### src/design/geometric_frame_remap_unit_macros.svh
// Assertion macros for the frame remap RTL.
`ifndef GEOMETRIC_FRAME_REMAP_UNIT_MACROS_SVH
`define GEOMETRIC_FRAME_REMAP_UNIT_MACROS_SVH

`ifndef ASSERT_OFF
// Property must hold at every clock edge outside reset.
`define GFR_ASSERT(lbl, clk, rst_n, prop, msg) \
    lbl: assert property (@(posedge clk) disable iff (!rst_n) prop) else $error(msg);
// Condition must never be seen at a clock edge outside reset.
`define GFR_ASSERT_NEVER(lbl, clk, rst_n, cond, msg) \
    lbl: assert property (@(posedge clk) disable iff (!rst_n) !(cond)) else $error(msg);
`else
`define GFR_ASSERT(lbl, clk, rst_n, prop, msg)
`define GFR_ASSERT_NEVER(lbl, clk, rst_n, cond, msg)
`endif

`endif

### src/design/gfr_pkg.sv
package gfr_pkg;

    // Frame geometry default
    localparam int GFR_SIDE = 256;

    // Field widths
    localparam int COORD_W = 8;
    localparam int COLOR_W = 8;
    localparam int PIX_W   = 3 * COLOR_W;
    localparam int MODE_W  = 4;
    localparam int QUAD_W  = 2;
    localparam int SHRF_W  = 3;
    localparam int SHUF_W  = 8;

    // APB port
    localparam int APB_AW = 4;
    localparam int APB_DW = 32;

    // Item operation codes
    localparam logic OP_WRITE = 1'b0;
    localparam logic OP_READ  = 1'b1;

    // Remap modes
    localparam logic [MODE_W-1:0] MODE_VFLIP    = 4'd0;
    localparam logic [MODE_W-1:0] MODE_HFLIP    = 4'd1;
    localparam logic [MODE_W-1:0] MODE_ROT90    = 4'd2;
    localparam logic [MODE_W-1:0] MODE_ROT180   = 4'd3;
    localparam logic [MODE_W-1:0] MODE_ROT270   = 4'd4;
    localparam logic [MODE_W-1:0] MODE_MIR_LEFT = 4'd5;
    localparam logic [MODE_W-1:0] MODE_MIR_RGHT = 4'd6;
    localparam logic [MODE_W-1:0] MODE_MIR_UP   = 4'd7;
    localparam logic [MODE_W-1:0] MODE_MIR_DOWN = 4'd8;
    localparam logic [MODE_W-1:0] MODE_ENLARGE  = 4'd9;
    localparam logic [MODE_W-1:0] MODE_SHRINK   = 4'd10;
    localparam logic [MODE_W-1:0] MODE_SHUFFLE  = 4'd11;

    // Register indexes
    localparam logic [1:0] REG_MODE    = 2'd0;
    localparam logic [1:0] REG_ENL_Q   = 2'd1;
    localparam logic [1:0] REG_SHRINK  = 2'd2;
    localparam logic [1:0] REG_SHUFFLE = 2'd3;

    // Register reset values
    localparam logic [MODE_W-1:0] RST_MODE    = MODE_VFLIP;
    localparam logic [QUAD_W-1:0] RST_ENL_Q   = 2'd0;
    localparam logic [SHRF_W-1:0] RST_SHRINK  = 3'd2;
    localparam logic [SHUF_W-1:0] RST_SHUFFLE = 8'd228;

    // Shrink factor limits
    localparam logic [SHRF_W-1:0] SHRINK_MIN = 3'd2;
    localparam logic [SHRF_W-1:0] SHRINK_MAX = 3'd4;

    localparam logic [PIX_W-1:0] PIX_WHITE = {PIX_W{1'b1}};

    typedef struct packed {
        logic [MODE_W-1:0] mode;
        logic [QUAD_W-1:0] enl_q;
        logic [SHRF_W-1:0] shrink;
        logic [SHUF_W-1:0] shuffle;
    } t_cfg;

endpackage

### src/design/gfr_remap.sv
module gfr_remap import gfr_pkg::*; #(
    parameter int SIDE = GFR_SIDE
) (
    input  t_cfg                      i_cfg,
    input  logic                      i_op,
    input  logic [COORD_W-1:0]        i_row,
    input  logic [COORD_W-1:0]        i_col,
    output logic [$clog2(SIDE)-1:0]   o_src_row,
    output logic [$clog2(SIDE)-1:0]   o_src_col,
    output logic                      o_white
);

    localparam int CW = $clog2(SIDE);
    localparam int NCOORD = 1 << COORD_W;
    localparam logic [CW-1:0] M    = CW'(SIDE - 1);
    localparam logic [CW-1:0] H    = CW'(SIDE / 2);
    localparam logic [CW-1:0] EXT2 = CW'((SIDE + 1) / 2);
    localparam logic [CW-1:0] EXT3 = CW'((SIDE + 2) / 3);
    localparam logic [CW-1:0] EXT4 = CW'((SIDE + 3) / 4);

    logic [CW-1:0] w_mod_tab [NCOORD];
    logic [CW-1:0] w_r, w_c, w_mr, w_mc;
    logic [CW-1:0] w_row, w_col;
    logic [CW+1:0] w_rf, w_cf;
    logic [CW-1:0] w_ext;
    logic          w_rh, w_ch, w_out_area;
    logic [1:0]    w_sq;
    logic [1:0]    w_k;

    // Reduce incoming coordinates modulo the frame side
    for (genvar g = 0; g < NCOORD; g++) begin : g_mod
        assign w_mod_tab[g] = CW'(g % SIDE);
    end

    assign w_r  = w_mod_tab[i_row];
    assign w_c  = w_mod_tab[i_col];
    assign w_mr = M - w_r;
    assign w_mc = M - w_c;
    assign w_rh = (w_r >= H);
    assign w_ch = (w_c >= H);
    assign w_k  = {w_rh, w_ch};
    assign w_sq = i_cfg.shuffle[2*w_k +: 2];

    // Clamp shrink factor and scale coordinates by it
    always_comb begin
        if (i_cfg.shrink <= SHRINK_MIN) begin
            w_rf  = {1'b0, w_r, 1'b0};
            w_cf  = {1'b0, w_c, 1'b0};
            w_ext = EXT2;
        end else if (i_cfg.shrink >= SHRINK_MAX) begin
            w_rf  = {w_r, 2'b00};
            w_cf  = {w_c, 2'b00};
            w_ext = EXT4;
        end else begin
            w_rf  = {1'b0, w_r, 1'b0} + (CW+2)'(w_r);
            w_cf  = {1'b0, w_c, 1'b0} + (CW+2)'(w_c);
            w_ext = EXT3;
        end
    end

    assign w_out_area = (w_r >= w_ext) || (w_c >= w_ext);

    // Select source coordinates for the configured mode
    always_comb begin
        w_row = w_r;
        w_col = w_c;
        unique case (i_cfg.mode)
            MODE_VFLIP: w_row = w_mr;
            MODE_HFLIP: w_col = w_mc;
            MODE_ROT90: begin
                w_row = w_mc;
                w_col = w_r;
            end
            MODE_ROT180: begin
                w_row = w_mr;
                w_col = w_mc;
            end
            MODE_ROT270: begin
                w_row = w_c;
                w_col = w_mr;
            end
            MODE_MIR_LEFT: w_col = (w_c < H) ? w_c : w_mc;
            MODE_MIR_RGHT: w_col = (w_c < H) ? w_mc : w_c;
            MODE_MIR_UP:   w_row = (w_r < H) ? w_r : w_mr;
            MODE_MIR_DOWN: w_row = (w_r >= H) ? w_r : w_mr;
            MODE_ENLARGE: begin
                w_row = (i_cfg.enl_q[1] ? H : '0) + (w_r >> 1);
                w_col = (i_cfg.enl_q[0] ? H : '0) + (w_c >> 1);
            end
            MODE_SHRINK: begin
                w_row = w_rf[CW-1:0];
                w_col = w_cf[CW-1:0];
            end
            MODE_SHUFFLE: begin
                w_row = (w_sq[1] ? H : '0) + (w_rh ? w_r - H : w_r);
                w_col = (w_sq[0] ? H : '0) + (w_ch ? w_c - H : w_c);
            end
            default: begin
                w_row = w_r;
                w_col = w_c;
            end
        endcase
    end

    // Writes land at the plain coordinates
    assign o_src_row = (i_op == OP_READ) ? w_row : w_r;
    assign o_src_col = (i_op == OP_READ) ? w_col : w_c;
    assign o_white   = (i_op == OP_READ) && (i_cfg.mode == MODE_SHRINK) && w_out_area;

endmodule

### config.mk
export PLATFORM = sky130hd
export DESIGN_NAME = gfr_remap
export DESIGN_NICKNAME = d
export VERILOG_FILES = /design/src/design/geometric_frame_remap_unit_macros.svh /design/src/design/gfr_pkg.sv /design/src/design/gfr_remap.sv
export SDC_FILE = /design/constraint.sdc
export NUM_CORES = 1
export LEC_CHECK = 0
export BUFFER_PORTS_ARGS = -buffer_cell sky130_fd_sc_hd__buf_2
export CORE_MARGIN = 2
export CORE_UTILIZATION = 64
export DETAILED_ROUTE_END_ITERATION = 10
export GPL_ROUTABILITY_DRIVEN = 0
export PLACE_DENSITY = 0.94
export SLEW_MARGIN = 20
export SYNTH_ARGS = -nofsm -noshare
export SYNTH_HDL_FRONTEND = slang
export SYNTH_SLANG_ARGS = --single-unit
### constraint.sdc
create_clock -name vclk -period 5
set_clock_uncertainty 0.2 [all_clocks]
set_input_delay 1 -clock vclk [all_inputs]
set_output_delay 1 -clock vclk [all_outputs]
set_load 0.02 [all_outputs]
# Word-level counts from Yosys, hierarchy flattened
# Memory sizes are Yosys's and may differ from the RTL's.
# Index checks and enable logic that the tools add are counted.
# word_totals
in_bits	34
mem_bits_ro	4096
mem_count	2
ff_bits	0
output_inout_bits	17
# memory_table
memory	words	word_bits	rd	rd_clocked_by_memory_dff	write_ports	line_no	text
(name not given)	256	8	1	0	0	gfr_remap.sv:36	assign w_c = w_mod_tab[i_col];
(name not given)	256	8	1	0	0	gfr_remap.sv:35	assign w_r = w_mod_tab[i_row];
# classes
eq_ne	11
magnitude_cmp	10
n_bitwise	2
n_mux	24
n_reduce_logical	6
add_sub_neg	10
n_shift	1
# op_table
cell	n
2-to-1 mux 8 bit	21
case mux 8 bit (8 select lines)	2
adder 8 bit	4
greater-or-equal comparator 9 bit, second input constant	2
NOT 8 -> 9 bit	2
adder 8 x 7 -> 8 bit	2
== test 4 x 3 -> 1 bit, second input constant	4
== test 4 bit, second input constant	4
greater-or-equal comparator 8 bit	2
greater-or-equal comparator 8 bit, second input constant	2
< comparator 8 bit, second input constant	2
subtractor 8 bit, first input constant	2
subtractor 8 bit, second input constant	2
== test 4 x 2 -> 1 bit, second input constant	2
indexed part select 8 x 4 -> 2 bit	1
2-to-1 mux 5 bit	1
== test 4 x 1 -> 1 bit, second input constant	1
zero test 4 bit	1
OR reduction 2 bit	2
greater-or-equal comparator 3 bit, second input constant	1
<= comparator 3 x 2 -> 1 bit, second input constant	1
logical AND 1 bit	2
logical OR 1 bit	1

# Depth between registers and ports, before layout
# depth
word_depth	10
depth_mapped	11

# Worst setup path before layout
# No wires, ideal clock.
# synth_timing
path_type	input port to output port
startpoint	in i_col[1]
endpoint	out o_src_col[7]
n_path_buf	1
path_slack_ns	0.834
arrival_time_ns	2.966
stages	9
required_time_ns	3.800
cell_sequence	clkbuf_1 > inv_1 > fa_1 > nor2b_1 > o31a_1 > mux2i_1 > a311o_1 > nand3_1 > a22oi_1
# synth_via
elab_chain_cells	10
# synth_lines
item	line_no	text
start: declaration	gfr_remap.sv:7	input logic [COORD_W-1:0] i_col,
NOT 8 -> 9 bit (not written as such) *	gfr_remap.sv:36	
memory (256 x 8 bit) *	n/a	
2-to-1 mux 8 bit (not written as such) * (2 in a row)	gfr_remap.sv:36	
greater-or-equal comparator 8 bit	gfr_remap.sv:40	assign w_ch = (w_c >= H);
indexed part select 8 x 4 -> 2 bit	gfr_remap.sv:42	assign w_sq = i_cfg.shuffle[2*w_k +: 2];
2-to-1 mux 8 bit	gfr_remap.sv:96	w_col = (w_sq[0] ? H : '0) + (w_ch ? w_c - H : w_c);
adder 8 bit	gfr_remap.sv:96	
case mux 8 bit (8 select lines)	gfr_remap.sv:67	unique case (i_cfg.mode)
2-to-1 mux 8 bit *	gfr_remap.sv:107	assign o_src_col = (i_op == OP_READ) ? w_col : w_c;
end: declaration	gfr_remap.sv:9	output logic [$clog2(SIDE)-1:0] o_src_col,
# Every way passes the cells marked *; elsewhere a longest branch is shown, timed or not. The select of a mux whose other input is x is not followed.

# Worst setup path in the final report
# layout_timing
startpoint	in i_row[3]
endpoint	out o_src_row[6]
# layout_via
elab_chain_cells	9
# layout_lines
item	line_no	text
start: declaration	gfr_remap.sv:6	input logic [COORD_W-1:0] i_row,
NOT 8 -> 9 bit (not written as such) *	gfr_remap.sv:35	
memory (256 x 8 bit) *	n/a	
2-to-1 mux 8 bit (not written as such) * (2 in a row)	gfr_remap.sv:35	
subtractor 8 bit (tied with other cells)	gfr_remap.sv:95	w_row = (w_sq[1] ? H : '0) + (w_rh ? w_r - H : w_r);
2-to-1 mux 8 bit (on tied branches)	gfr_remap.sv:95, gfr_remap.sv:50	
adder 8 bit or 2-to-1 mux 8 bit (tied branches)	gfr_remap.sv:95, gfr_remap.sv:46	
case mux 8 bit (8 select lines)	gfr_remap.sv:67	
2-to-1 mux 8 bit *	gfr_remap.sv:106	assign o_src_row = (i_op == OP_READ) ? w_row : w_r;
end: declaration	gfr_remap.sv:8	output logic [$clog2(SIDE)-1:0] o_src_row,
# Marks and branches as above.

==> impl_summary.md <==
Clock tree
In this run the post-CTS setup repair buffer count came out at 0. The total of cells resized after clock tree synthesis is 0. The number of buffers added to fix hold violations after cts is 0.

Synthesis
The basic-gate share of the synthesized area counting and, or, nand and nor cells is about a quarter. The share of the yosys chip area belonging to registers is 0%. The cell area after synthesis is roughly 2600 um^2. After Yosys synthesis, full adders, half adders and majority gates account for 15.82% of the synthesized area. The mux cell area share after synthesis is 6.864%.

The total nets after synthesis is 461. The synthesized netlist contains 63 unique library cells. A synthesized cell averages 6.646 um^2.

The xor/xnor share of the synthesized area is 4.337%. For this run, the number of Yosys warnings is 0. The cell count after synthesis came out at 395. The complex-gate fraction of the synthesized area is approximately two fifths.

By area, the combinational part of the netlist is dominated by compound AO/OA/AOI/OAI gates.

GRT
The sum of overflow across all layers after global routing is 0. The initial antenna violation count is 0. The number of global-route vias before repair is 2959.

For this run, the total global-route usage over all layers was measured as 37.54%. The pin count of the biggest net entering global routing is 32. The global-route wire length before repair is 13650 um.

Floorplanning
From left edge to right edge, the die measures 68.05 um. The core area is slightly below 4000 um^2. The initial utilization of the core area, before any placement, comes to between 60% and 70%. The die span in y is 68.05 um. During I/O placement, the number of pins put on the boundary was 51. The overall die area is 4630 um^2. The initialized floorplan defines 23 standard-cell rows.

Timing
The timing-limited maximum frequency is around 220 MHz. The final critical delay including setup and external delays is approximately 4.5 ns. Of the available clock period, the critical path in the final layout requires 90.96%. The hold violation total from the final report is 0. Final hold analysis gives a worst-case slack of 2.193 ns.

Setup repair after global routing left no endpoint under its margin. In the final timing run, aggregate negative setup slack is 0 ns. The worst max-slew margin expressed relative to the limit is 46.65%. The final-report max-slew violation count came to 0. For the pin with the worst max-slew slack, the measured transition is 0.7941 ns. The final count of negative-setup-slack endpoints is 0. Across all setup checks in the final design, the least slack found is 0.4518 ns.

Status
The flow ran to the end, and the final reports show no timing, DRC or antenna violations.

Worst setup path
The worst-path maximum fanout is 6. By startpoint and endpoint, the worst setup path is classified as primary input to output port. Walking the worst path, the cells encountered are buf_2, inv_1, ha_1, a21oi_1, o21ai_0, a2111oi_4, a41oi_2, a2111oi_0, nor3_1, buf_2. The worst-path cell with the longest stage delay is a2111oi_4. The type of element capturing the critical path is an output port. The critical path startpoint category is a primary input. The largest stage delay on the critical path is 0.44 ns. STA puts the critical path data required time at around 3.8 ns.

The most prevalent standard cell on the critical path is buf_2. The timing startpoint of the critical path is i_row[3]. For the worst setup path, the data arrival time is approximately 3.4 ns.

Pwr
The part of the power in registers is 0%. The analysis attributes to cell leakage a power of 1.259 nW. The post-layout total power is roughly 280 uW.

Combinational logic is responsible for 100.0% of the overall power. Per report_power, the clock group accounts for 0% of the total. The switching share of power is 62.84%. The total internal power is 104.6 uW.

The net switching power of the design is 176.9 uW. The power density relative to cell area is 99.89 nW/um^2. The worst vdd rail ir drop is 47.94 uV.

Run
The tool flagged a number of max-cap violations equal to 0.

Route
In this run the remaining antenna-violating nets after routing total 0. Wires add up to 8768 um. The count of vias placed by the detailed router is 3363.

The routed wire length per instance is 18.70 um. The number of DRC violations after detailed routing is 0. The via-per-instance ratio is 7.171. The detailed-routing iteration count for the pre-antenna-repair pass is 6. The detailed router finished its first iteration with 476 violations.

Place
Timing analysis after detailed placement gives a worst setup slack of 0.5217 ns. The half-perimeter wire length of the detailed placement result is 6571 um. Buffers placed on the I/O ports in this run total 51.

Finish
The number of filler instances in the final layout is between 300 and 400. The share of the core filled with cells is 70.95%. At the end of the flow, the number of nets in the layout was a little under 500. Of the cells placed in the final design, the portion with a size suffix greater than 1 is 14.56%. The area overhead of the layout relative to synthesis is 7.340%. The repair_antennas step left the layout with diodes totalling 0. The sequential cells in the finished layout cover a total of 0 um^2. The clock buffers instantiated in the layout total 0.

The number of flip-flops and latches is 0.

Min path
In this run the most critical hold path is launched from i_row[1]. The type of the worst min-delay path is primary input to output port.
==> layout by cell type (no fill, tap or decap), types with 4 or more instances in the layout <==
| cell type | count |
|---|---|
| o22ai_1 | 7 |
| o31a_1 | 7 |
| xor2_1 | 7 |
| a31oi_1 | 5 |
| ha_1 | 30 |
| a22oi_1 | 4 |
| nand2_1 | 31 |
| nand3_1 | 7 |
| buf_2 | 51 |
| xnor2_1 | 6 |
| a21o_1 | 4 |
| nor2_1 | 34 |
| nor2b_1 | 11 |
| inv_1 | 27 |
| a211oi_1 | 4 |
| a21oi_1 | 30 |
| nor3_1 | 10 |
| mux2i_1 | 18 |
| o211ai_1 | 8 |
| o31ai_1 | 6 |
| nand2b_1 | 8 |
| o21ai_0 | 33 |
| nand4_1 | 4 |
==> Yosys cell counts, drive strengths merged, types with 4 or more instances <==
library cell | count | area [um^2]
xnor2 | 6 | 52.55
a21o | 4 | 30.03
a211oi | 4 | 30.03
xor2 | 7 | 61.31
clkbuf | 11 | 41.29
o31ai | 6 | 45.04
a21oi | 30 | 150.1
mux2i | 18 | 180.2
nor2 | 34 | 127.6
nand2b | 9 | 58.81
nand4 | 4 | 25.02
a41oi | 4 | 50.05
o21ai | 35 | 175.2
o31a | 7 | 61.31
nor2b | 11 | 68.82
ha | 30 | 375.4
a31oi | 5 | 31.28
o22ai | 7 | 43.79
nand3 | 7 | 35.03
nand2 | 32 | 122.6
nor3 | 10 | 50.05
buf | 18 | 98.85
a22oi | 4 | 30.03
inv | 27 | 101.4
o211ai | 8 | 60.06
==> path summary, 6_finish.rpt <==
check	to	slack, ns	cells after the start
worst max-delay path	o_src_row[6]	0.45	10
worst min-delay path	o_src_row[1]	2.19	3
==> per-layer routing <==
layer,GRT usage [%],wire [um]
met1,46.82,3284
met2,60.07,3913
met3,6.908,1051
met4,21.50,519
met5,0,0
==> through the flow <==
step	std cells	instance area [um^2]
6_report	469	2818
5_1_grt	469	2818
4_1_cts	469	2818
3_5_place_dp	469	2818
3_3_place_gp	469	2818
2_1_floorplan	395	2625
==> cells by family after synthesis <==
kind of cell,after synthesis
buf+inv,57
fa+ha+maj,32
xor+xnor,13
mux,18
simple gates,125
compound gates,150
==> worst max-delay path, delay by kind of cell <==
family,cells,cell delay (ns)
and+or+nand+nor,1,0.13
AOI/OAI and AO/OA,5,1.32
buffers and inverters,3,0.51
adders and majority gates,1,0.39
==> layout make-up <==
type	count	area [um^2]	area share, %
Tap cell	50	62.56	2.220
Multi-Input combinational cell	338	2380	84.46
Inverter	28	105.1	3.730
Timing Repair Buffer	53	270.3	9.591
==> power groups by stage <==
stage / logic (mW) / registers (mW) / clock network [mW]
after detailed placement: 0.272 / 0 / 0
after CTS: 0.273 / 0 / 0
after global placement: 0.263 / 0 / 0
after floorplan: 0.197 / 0 / 0
after global routing: 0.305 / 0 / 0
final: 0.281 / 0 / 0
No activity file was read; power rests on OpenSTA's default activity.
