[config.mk]
export PLATFORM = sky130hd
export DESIGN_NAME = gfr_cfg_regs
export DESIGN_NICKNAME = d
export VERILOG_FILES = /design/src/design/geometric_frame_remap_unit_macros.svh /design/src/design/gfr_pkg.sv /design/src/design/gfr_cfg_regs.sv
export SDC_FILE = /design/constraint.sdc
export NUM_CORES = 1
export LEC_CHECK = 0
export BUFFER_PORTS_ARGS = -buffer_cell sky130_fd_sc_hd__buf_4
export CORE_ASPECT_RATIO = 0.8
export CORE_UTILIZATION = 33
export CTS_CLUSTER_DIAMETER = 200
export DETAILED_ROUTE_END_ITERATION = 12
export PLACE_DENSITY = 0.76
export SYNTH_ARGS = -nofsm -noshare
export SYNTH_HDL_FRONTEND = slang
export SYNTH_SLANG_ARGS = --single-unit
[constraint.sdc]
create_clock -name i_clk -period 0.8 [get_ports i_clk]
set_input_delay 0.04 -clock i_clk [delete_from_list [all_inputs] [get_ports i_clk]]
set_output_delay 0.04 -clock i_clk [all_outputs]
set_load 0.03 [all_outputs]
[src/design/geometric_frame_remap_unit_macros.svh]
// Assertion macros for the frame remap RTL.
`ifndef GEOMETRIC_FRAME_REMAP_UNIT_MACROS_SVH
`define GEOMETRIC_FRAME_REMAP_UNIT_MACROS_SVH

`ifndef ASSERT_OFF
// Property must hold at every clock edge outside reset.
`define GFR_ASSERT(lbl, clk, rst_n, prop, msg) \
    lbl: assert property (@(posedge clk) disable iff (!rst_n) prop) else $error(msg);
// Condition must never be seen at a clock edge outside reset.
`define GFR_ASSERT_NEVER(lbl, clk, rst_n, cond, msg) \
    lbl: assert property (@(posedge clk) disable iff (!rst_n) !(cond)) else $error(msg);
`else
`define GFR_ASSERT(lbl, clk, rst_n, prop, msg)
`define GFR_ASSERT_NEVER(lbl, clk, rst_n, cond, msg)
`endif

`endif

[src/design/gfr_pkg.sv]
package gfr_pkg;

    // Frame geometry default
    localparam int GFR_SIDE = 256;

    // Field widths
    localparam int COORD_W = 8;
    localparam int COLOR_W = 8;
    localparam int PIX_W   = 3 * COLOR_W;
    localparam int MODE_W  = 4;
    localparam int QUAD_W  = 2;
    localparam int SHRF_W  = 3;
    localparam int SHUF_W  = 8;

    // APB port
    localparam int APB_AW = 4;
    localparam int APB_DW = 32;

    // Item operation codes
    localparam logic OP_WRITE = 1'b0;
    localparam logic OP_READ  = 1'b1;

    // Remap modes
    localparam logic [MODE_W-1:0] MODE_VFLIP    = 4'd0;
    localparam logic [MODE_W-1:0] MODE_HFLIP    = 4'd1;
    localparam logic [MODE_W-1:0] MODE_ROT90    = 4'd2;
    localparam logic [MODE_W-1:0] MODE_ROT180   = 4'd3;
    localparam logic [MODE_W-1:0] MODE_ROT270   = 4'd4;
    localparam logic [MODE_W-1:0] MODE_MIR_LEFT = 4'd5;
    localparam logic [MODE_W-1:0] MODE_MIR_RGHT = 4'd6;
    localparam logic [MODE_W-1:0] MODE_MIR_UP   = 4'd7;
    localparam logic [MODE_W-1:0] MODE_MIR_DOWN = 4'd8;
    localparam logic [MODE_W-1:0] MODE_ENLARGE  = 4'd9;
    localparam logic [MODE_W-1:0] MODE_SHRINK   = 4'd10;
    localparam logic [MODE_W-1:0] MODE_SHUFFLE  = 4'd11;

    // Register indexes
    localparam logic [1:0] REG_MODE    = 2'd0;
    localparam logic [1:0] REG_ENL_Q   = 2'd1;
    localparam logic [1:0] REG_SHRINK  = 2'd2;
    localparam logic [1:0] REG_SHUFFLE = 2'd3;

    // Register reset values
    localparam logic [MODE_W-1:0] RST_MODE    = MODE_VFLIP;
    localparam logic [QUAD_W-1:0] RST_ENL_Q   = 2'd0;
    localparam logic [SHRF_W-1:0] RST_SHRINK  = 3'd2;
    localparam logic [SHUF_W-1:0] RST_SHUFFLE = 8'd228;

    // Shrink factor limits
    localparam logic [SHRF_W-1:0] SHRINK_MIN = 3'd2;
    localparam logic [SHRF_W-1:0] SHRINK_MAX = 3'd4;

    localparam logic [PIX_W-1:0] PIX_WHITE = {PIX_W{1'b1}};

    typedef struct packed {
        logic [MODE_W-1:0] mode;
        logic [QUAD_W-1:0] enl_q;
        logic [SHRF_W-1:0] shrink;
        logic [SHUF_W-1:0] shuffle;
    } t_cfg;

endpackage

[src/design/gfr_cfg_regs.sv]
module gfr_cfg_regs import gfr_pkg::*; (
    input  logic              i_clk,
    input  logic              i_rst_n,
    input  logic              psel,
    input  logic              penable,
    input  logic              pwrite,
    input  logic [APB_AW-1:0] paddr,
    input  logic [APB_DW-1:0] pwdata,
    output logic [APB_DW-1:0] prdata,
    output logic              pready,
    output t_cfg              o_cfg
);

    logic [MODE_W-1:0] r_mode;
    logic [QUAD_W-1:0] r_enl_q;
    logic [SHRF_W-1:0] r_shrink;
    logic [SHUF_W-1:0] r_shuffle;
    logic [1:0]        w_idx;
    logic              w_wr;

    assign pready = 1'b1;
    assign w_idx  = paddr[3:2];
    assign w_wr   = psel && penable && pwrite && pready;

    // Update the addressed register on the access cycle
    always_ff @(posedge i_clk) begin
        if (!i_rst_n) begin
            r_mode    <= RST_MODE;
            r_enl_q   <= RST_ENL_Q;
            r_shrink  <= RST_SHRINK;
            r_shuffle <= RST_SHUFFLE;
        end else if (w_wr) begin
            unique case (w_idx)
                REG_MODE:    r_mode    <= pwdata[MODE_W-1:0];
                REG_ENL_Q:   r_enl_q   <= pwdata[QUAD_W-1:0];
                REG_SHRINK:  r_shrink  <= pwdata[SHRF_W-1:0];
                REG_SHUFFLE: r_shuffle <= pwdata[SHUF_W-1:0];
            endcase
        end
    end

    // Read back zero-extended register values
    always_comb begin
        unique case (w_idx)
            REG_MODE:    prdata = APB_DW'(r_mode);
            REG_ENL_Q:   prdata = APB_DW'(r_enl_q);
            REG_SHRINK:  prdata = APB_DW'(r_shrink);
            REG_SHUFFLE: prdata = APB_DW'(r_shuffle);
        endcase
    end

    assign o_cfg = '{mode: r_mode, enl_q: r_enl_q, shrink: r_shrink, shuffle: r_shuffle};

endmodule

==> Word-level counts from Yosys, hierarchy flattened <==
Cells that the tools add are included.
{ "totals": {"register_bits": 17, "input_bits": 41} }
{ "classes": {"reduce_logical": 7, "eq_ne": 3, "n_mux": 1} }
{ "op_table": {"columns": ["cell", "n"], "rows": [
  ["case mux 32 bit (4 select lines)", 1],
  ["AND reduction 2 bit", 4],
  ["== test 2 bit, second input constant", 2],
  ["== test 2 x 1 -> 1 bit, second input constant", 1],
  ["logical AND 1 bit", 2],
  ["zero test 2 bit", 1]
]} }

==> Depth between registers and ports, before layout <==
Gate-level depths: netlist of the first run.
{ "logic_depth": {"word_depth": 3, "ltp_mapped": 4} }

==> Least setup slack after synthesis of the first run <==
Ideal clock, no wire load.
{ "synth_timing": {"path_type": "flip-flop to output port", "start": "register r_shuffle[0]", "end": "output port prdata[0]", "path_slack_ps": -243, "arrival_time_ps": 1003, "path_buffers": 0, "t_required_ps": 760, "path_stages_with_launch": 2, "path_cell_list": "dfxtp_1 -> mux4_2"} }
{ "synth_via": {"elab_chain_len": 1} }
{ "synth_lines": {"columns": ["element", "line", "text"], "rows": [
  ["start, declared", "gfr_cfg_regs.sv:17", "logic [SHUF_W-1:0] r_shuffle;"],
  ["start signal, assigned", "gfr_cfg_regs.sv:37", "REG_SHUFFLE: r_shuffle <= pwdata[SHUF_W-1:0];"],
  ["case mux 32 bit (4 select lines)", "gfr_cfg_regs.sv:44", "unique case (w_idx)"],
  ["end, declared", "gfr_cfg_regs.sv:9", "output logic [APB_DW-1:0] prdata,"]
]} }
Every way passes these cells. The select of a mux whose other input is x is not followed.

==> Worst setup path in the final report of the first run <==
{ "layout_timing": {"start": "register r_shuffle[1]", "end": "output port prdata[1]"} }
Same word-level chain as after synthesis.

==> impl_metrics.json, run 1 <==
{
  "antenna_found_initial": 0,
  "holdBufCountCts": 0,
  "place_congestion": 0.726,
  "fin_util_pct": 61.8,
  "grt.overflow.total": 0,
  "synth.cell_area_um2": 992,
  "synth.yosys.seq_area_share_pct": 34.3,
  "crit_path_start_kind": "register",
  "dp_hpwl_um": 1860,
  "synthCells": 112,
  "n_fill_cell": 223,
  "track_usage_pct": 15.3,
  "cp_max_fo": 2,
  "r2r_start": "r_shuffle[4]",
  "drc": 0,
  "path_class": "register to output port",
  "drt_first_iter_violations": 28,
  "drv_cap": 0,
  "wl_per_cell_um": 11.9,
  "dp_slack_ps": -201,
  "grt_pass1_wl_um": 3730,
  "die_area_mm2": 0.00323,
  "synthToLayoutAreaGrowth_pct": 74.9,
  "crit_path_start": "r_shuffle[1]",
  "hold_violations": 0,
  "wl_um": 2560,
  "io_buffers": 39,
  "min_path_type": "input pin to register",
  "status": "finished, violations left",
  "ys_types": 20,
  "cts_root_buf": "clkbuf_8",
  "violations": "setup timing",
  "ant_nets": 0,
  "clkSinkCount": 17,
  "worstSetupEndpointType": "output port",
  "grt_setup_unrepaired": "true",
  "fmax_mhz": 795,
  "nNetsFinal": 219,
  "multiInputGateArea_um2": 579,
  "antenna_cells": 0,
  "row_count": 17,
  "period_needed_ps": 1260,
  "cts-buffers-inserted": 3,
  "peakVddDrop_v": 0.000550,
  "powerDensity_mw_per_mm2": 1180,
  "io_pins": 91,
  "tns_ps": -3050,
  "die_h_um": 51.0,
  "required_ps": 760,
  "slew_viol_final": 0,
  "fin_hold_ws_ps": 61.1,
  "final.period_utilization_pct": 157,
  "synth-seq-cells": 17,
  "firstDrtPassIters": 4,
  "finalPower_mw": 2.05,
  "yosys_warnings": 0,
  "die_w_um": 63.3,
  "drive_gt1_share_pct": 61.6,
  "r2r_slack_ps": 0,
  "setup_violations": 24,
  "path_clk_slew_ps": 70,
  "clk_latency_ps": 250,
  "critical_path.endpoint": "prdata[1]",
  "ff2ff_path_depth": 4,
  "syn_avg_cell_area_um2": 8.86,
  "first_global_vias": 829,
  "via_per_inst": 4.43,
  "p_leak_nw": 0.824,
  "core_region_area_mm2": 0.00281,
  "cts_max_path_buffers": 2,
  "arrival_ps": 1220,
  "grt_max_degree": 24,
  "r2r_end": "r_shuffle[4]",
  "vias": 952,
  "finalClockSkew_ps": 0,
  "htreeDepth": 1,
  "cts_tree": "built",
  "start_util_pct": 35.3,
  "seqCellArea_um2": 372,
  "fin_ws_ps": -458
}
==> sequential cells by signal (all words and copies together), names as in the netlist <==
| register | cells |
|---|---|
| r_shuffle | 8 |
| r_enl_q | 2 |
| r_shrink | 3 |
| r_mode | 4 |
==> metal layers <==
| layer | vias up | share of wire [%] | global-route usage [%] |
|---|---|---|---|
| li1 | 460 | - | - |
| met1 | 438 | 41 | 17.4 |
| met2 | 47 | 51 | 27.1 |
| met3 | 7 | 5.9 | 4.02 |
| met4 | 0 | 2.0 | 6.82 |
| met5 | - | 0 | 0 |
==> layout by cell type, fill, tap and decap left out, types with 2 or more instances in the layout <==
cell type and instances:
buf_6 42, inv_1 4, nand2_1 14, buf_4 27, o311ai_1 4, and3_4 4, conb_1 25, mux4_2 2
nor2b_1 2, clkbuf_8 3, dfxtp_4 4, dfxtp_2 13, mux2i_1 13, o21ai_1 4, nand2_2 6
==> cell families (layout without fill, tap and decap cells) <==
family                 after synthesis  count (layout)  share of synthesized area (%)
buffers and inverters               35              77                           23.2
and+or+nand+nor                     33              33                           16.5
DFF                                 17              17                           34.3
muxes                               16              16                           18.8
AOI/OAI and AO/OA                    9               9                           6.43
other                                2              25                          0.757
==> worst max-delay path: stages, from the launching register on <==
cell     delay (ps)
dfxtp_4         340
mux4_2          470
buf_6           150
==> cell type report <==
type	instances	area share, %
repair buffers	69	38.9
flip-flops and latches	17	21.4
well taps	38	2.74
clock inverters	1	0.288
inverters	4	0.865
multi-input cells	83	33.4
clock buffers	3	2.38
==> cell usage after synthesis <==
cell type	n	area share (%)
nor2b_1	2	1.3
nand3_1	2	1.0
clkbuf_1	2	0.76
mux4_2	2	4.5
inv_1	4	1.5
a22o_1	1	0.88
mux2_1	1	1.1
mux2i_1	13	13
nand2_1	20	7.6
and3_1	4	2.5
conb_1	2	0.76
buf_2	4	2.0
o21ai_1	4	2.0
o311ai_1	4	3.5
or3_1	1	0.63
dfxtp_1	17	34
nor2_2	1	0.63
nor2_1	1	0.38
nor3b_2	2	2.5
buf_4	25	19
==> report_power, final <==
part	total, mW	switching, mW	internal (mW)
clock	0.639	0.294	0.346
combinational	0.550	0.348	0.203
sequential	0.861	0.0110	0.850
==> stage by stage <==
| stage | cells | instance area [µm²] |
|---|---|---|
| final | 215 | 1740 |
| after floorplan | 135 | 1170 |
| after global placement | 201 | 1440 |
| after global routing | 215 | 1740 |
| after detailed placement | 201 | 1440 |
| after CTS | 208 | 1620 |
==> worst min-delay path by stage <==
stage	startpoint	endpoint	slack [ps]	cells after the start
3_3_place_gp	pwdata[4]	r_shuffle[4]	300	3
4_1_cts	pwdata[7]	r_shuffle[7]	60	3
3_5_place_dp	pwdata[1]	r_shrink[1]	330	3
5_1_grt	pwdata[7]	r_shuffle[7]	70	3
2_1_floorplan	pwdata[4]	r_shuffle[4]	170	2
6_report	pwdata[7]	r_shuffle[7]	60	3
==> timing repair <==
| action | CTS | global route |
|---|---|---|
| pin swaps | 1 | 0 |
| gates cloned | 0 | 0 |
| setup buffers | 4 | 10 |
| setup endpoints to repair | 20 | 26 |
| endpoints found under the hold margin | 0 | 0 |
| resized for setup | 32 | 21 |
Note: power is estimated with default switching activity, not from simulation.
==> run 2, diff against run 1 <==
--- a/config.mk
+++ b/config.mk
@@ -5,7 +5,7 @@
 export SDC_FILE = /design/constraint.sdc
 export NUM_CORES = 1
 export LEC_CHECK = 0
-export BUFFER_PORTS_ARGS = -buffer_cell sky130_fd_sc_hd__buf_4
+export BUFFER_PORTS_ARGS = -buffer_cell sky130_fd_sc_hd__buf_2
 export CORE_ASPECT_RATIO = 0.8
 export CORE_UTILIZATION = 33
 export CTS_CLUSTER_DIAMETER = 200
==> run 2 against run 1 <==
Compared with the run above:
- the flow still finishes with violations (setup timing)
- wire length shrank 8.7%
- final area shrank 4.2%
- combinational power shrank 3%
- die area is the same
- global-route usage shrank 1.1 points
- worst setup slack gained 4.2 ps
- core utilization shrank 2.6 points
- clock skew is the same
- count of clock-buffer cells in the layout grew 1
- first-iteration DRC count shrank 32%
- critical path depth is the same
- critical path type unchanged
- critical endpoint is now prdata[0]
- largest power group unchanged
==> impl_metrics.json, run 2 (same netlist as run 1, synthesis figures left out) <==
{
  "r2r_end": "r_shrink[2]",
  "antenna_found_initial": 0,
  "hp-start": "pwdata[4]",
  "reg_top3": "r_shuffle x8, r_mode x4, r_shrink x3",
  "arrival_ps": 1210,
  "io_pins": 91,
  "htreeDepth": 1,
  "largest_reg_flops": 8,
  "slew_viol_final": 0,
  "cp_max_fo": 2,
  "drc": 0,
  "firstDrtPassIters": 4,
  "path_class": "register to output port",
  "peakVddDrop_v": 0.000605,
  "n_fill_cell": 241,
  "clkSinkCount": 17,
  "ant_nets": 0,
  "setup_violations": 20,
  "cts_max_path_buffers": 2,
  "io_buffers": 39,
  "crit_path_start_kind": "register",
  "stdcell_count": 213,
  "wl_um": 2330,
  "final.period_utilization_pct": 157,
  "cts-buffers-inserted": 3,
  "grt_pass1_wl_um": 3490,
  "r2r_start": "r_shrink[2]",
  "hold_violations": 0,
  "placed_cell_area_mm2": 0.00135,
  "first_global_vias": 792,
  "start_util_pct": 35.3,
  "status": "finished, violations left",
  "worstSetupEndpointType": "output port",
  "final_cell_mix": "buf_6, conb_1, nand2_1, buf_4, buf_2",
  "die_area_mm2": 0.00323,
  "hold_end": "r_shuffle[4]",
  "worst-path-buf-inv": 1,
  "die_h_um": 51.0,
  "wl_per_cell_um": 11.0,
  "drt_first_iter_violations": 19,
  "place_congestion": 0.770,
  "cp_slowest_cell": "mux4_2",
  "crit_family": "multiplexers",
  "fmax_mhz": 798,
  "final_common_cell": "buf_6",
  "track_usage_pct": 14.2,
  "worstPathCellList": "mux4_2 -> buf_6",
  "drv_cap": 0,
  "multiInputGateArea_um2": 577,
  "required_ps": 760,
  "clk_latency_ps": 250,
  "seqCellArea_um2": 372,
  "antenna_cells": 0,
  "vias": 907,
  "drive_gt1_share_pct": 60.0,
  "cts_root_buf": "clkbuf_8",
  "fin_ws_ps": -454,
  "cts_tree": "built",
  "p_leak_nw": 0.791,
  "holdBufCountCts": 0,
  "dp_hpwl_um": 1720,
  "r2r_slack_ps": 30,
  "grt.overflow.total": 0,
  "largest_register": "r_shuffle",
  "design_area_mm2": 0.00166,
  "via_per_inst": 4.26,
  "die_w_um": 63.3,
  "violations": "setup timing",
  "powerDensity_mw_per_mm2": 1220,
  "dp_cells": 203,
  "slowest_delay_ps": 470,
  "ff2ff_path_depth": 4,
  "grt_max_degree": 11,
  "min_path_type": "input pin to register",
  "worstHoldPathCells": 3,
  "finalClockSkew_ps": 0,
  "period_needed_ps": 1250,
  "grt_setup_unrepaired": "true",
  "nNetsFinal": 217,
  "row_count": 17,
  "synthToLayoutAreaGrowth_pct": 67.6,
  "core_region_area_mm2": 0.00281,
  "path_clk_slew_ps": 60
}
## run 2: metrics by stage
step                      power [mW]  util (%)  hold slack [ps]  setup slack [ps]  TNS (ps)
after floorplan                 1.31         -              175              -181      -539
after global placement          1.35      48.2              286              -205     -2870
after detailed placement        1.35      48.2              305              -202     -3150
after CTS                       2.04      55.8             36.3              -459     -2650
after global routing            2.12      59.2             59.3              -481     -3280
final                           2.03      59.2             38.6              -454     -2750
## run 2: area by class of cell
cell class                 count  area share (%)
inverter                       4           0.903
sequential                    17            22.3
timing repair buffer          67            36.5
clock buffer                   4            2.71
multi-input combinational     83            34.7
tap                           38            2.86
## run 2: how the worst max path moves through the flow
stage	endpoint	cells past startpoint	from	slack [ps]
after floorplan	prdata[0]	1	r_shuffle[0]	-180
after global placement	prdata[1]	3	paddr[2]	-210
after detailed placement	prdata[2]	3	r_shrink[2]	-200
after CTS	prdata[1]	2	r_shuffle[1]	-460
after global routing	prdata[1]	2	r_shuffle[1]	-480
final	prdata[0]	2	r_shuffle[0]	-450
## run 2: where the power goes
group | internal (mW) | leakage (nW) | switching, mW | total, mW
Combinational | 0.189 | 0.626 | 0.345 | 0.534
Clock | 0.354 | 0.0228 | 0.284 | 0.638
Sequential | 0.850 | 0.142 | 0.0102 | 0.860
Total | 1.39 | 0.791 | 0.639 | 2.03
## run 2: per-layer routing
layer | share of wire (%) | global-route usage [%] | vias to the layer above | wire [µm]
met5 | 0 | 0 | - | 0
met4 | 0.60 | 3.41 | 0 | 14
met3 | 5.6 | 4.24 | 2 | 131
met2 | 52 | 25.8 | 41 | 1220
met1 | 41 | 16.5 | 406 | 964
li1 | - | - | 458 | -
## run 2: repair_timing
item | in CTS | in global routing
endpoints found under the setup margin | 25 | 25
pin swaps | 2 | 1
endpoints found under the hold margin | 0 | 0
gates cloned | 0 | 0
gates resized for setup | 52 | 18
buffers inserted | 1 | 6
## run 2: worst reg2reg max path, cell delays in order (launching register included)
cell	delay, ps
dfxtp_4	340
buf_6	110
buf_6	100
nand2_2	40
mux2i_1	60
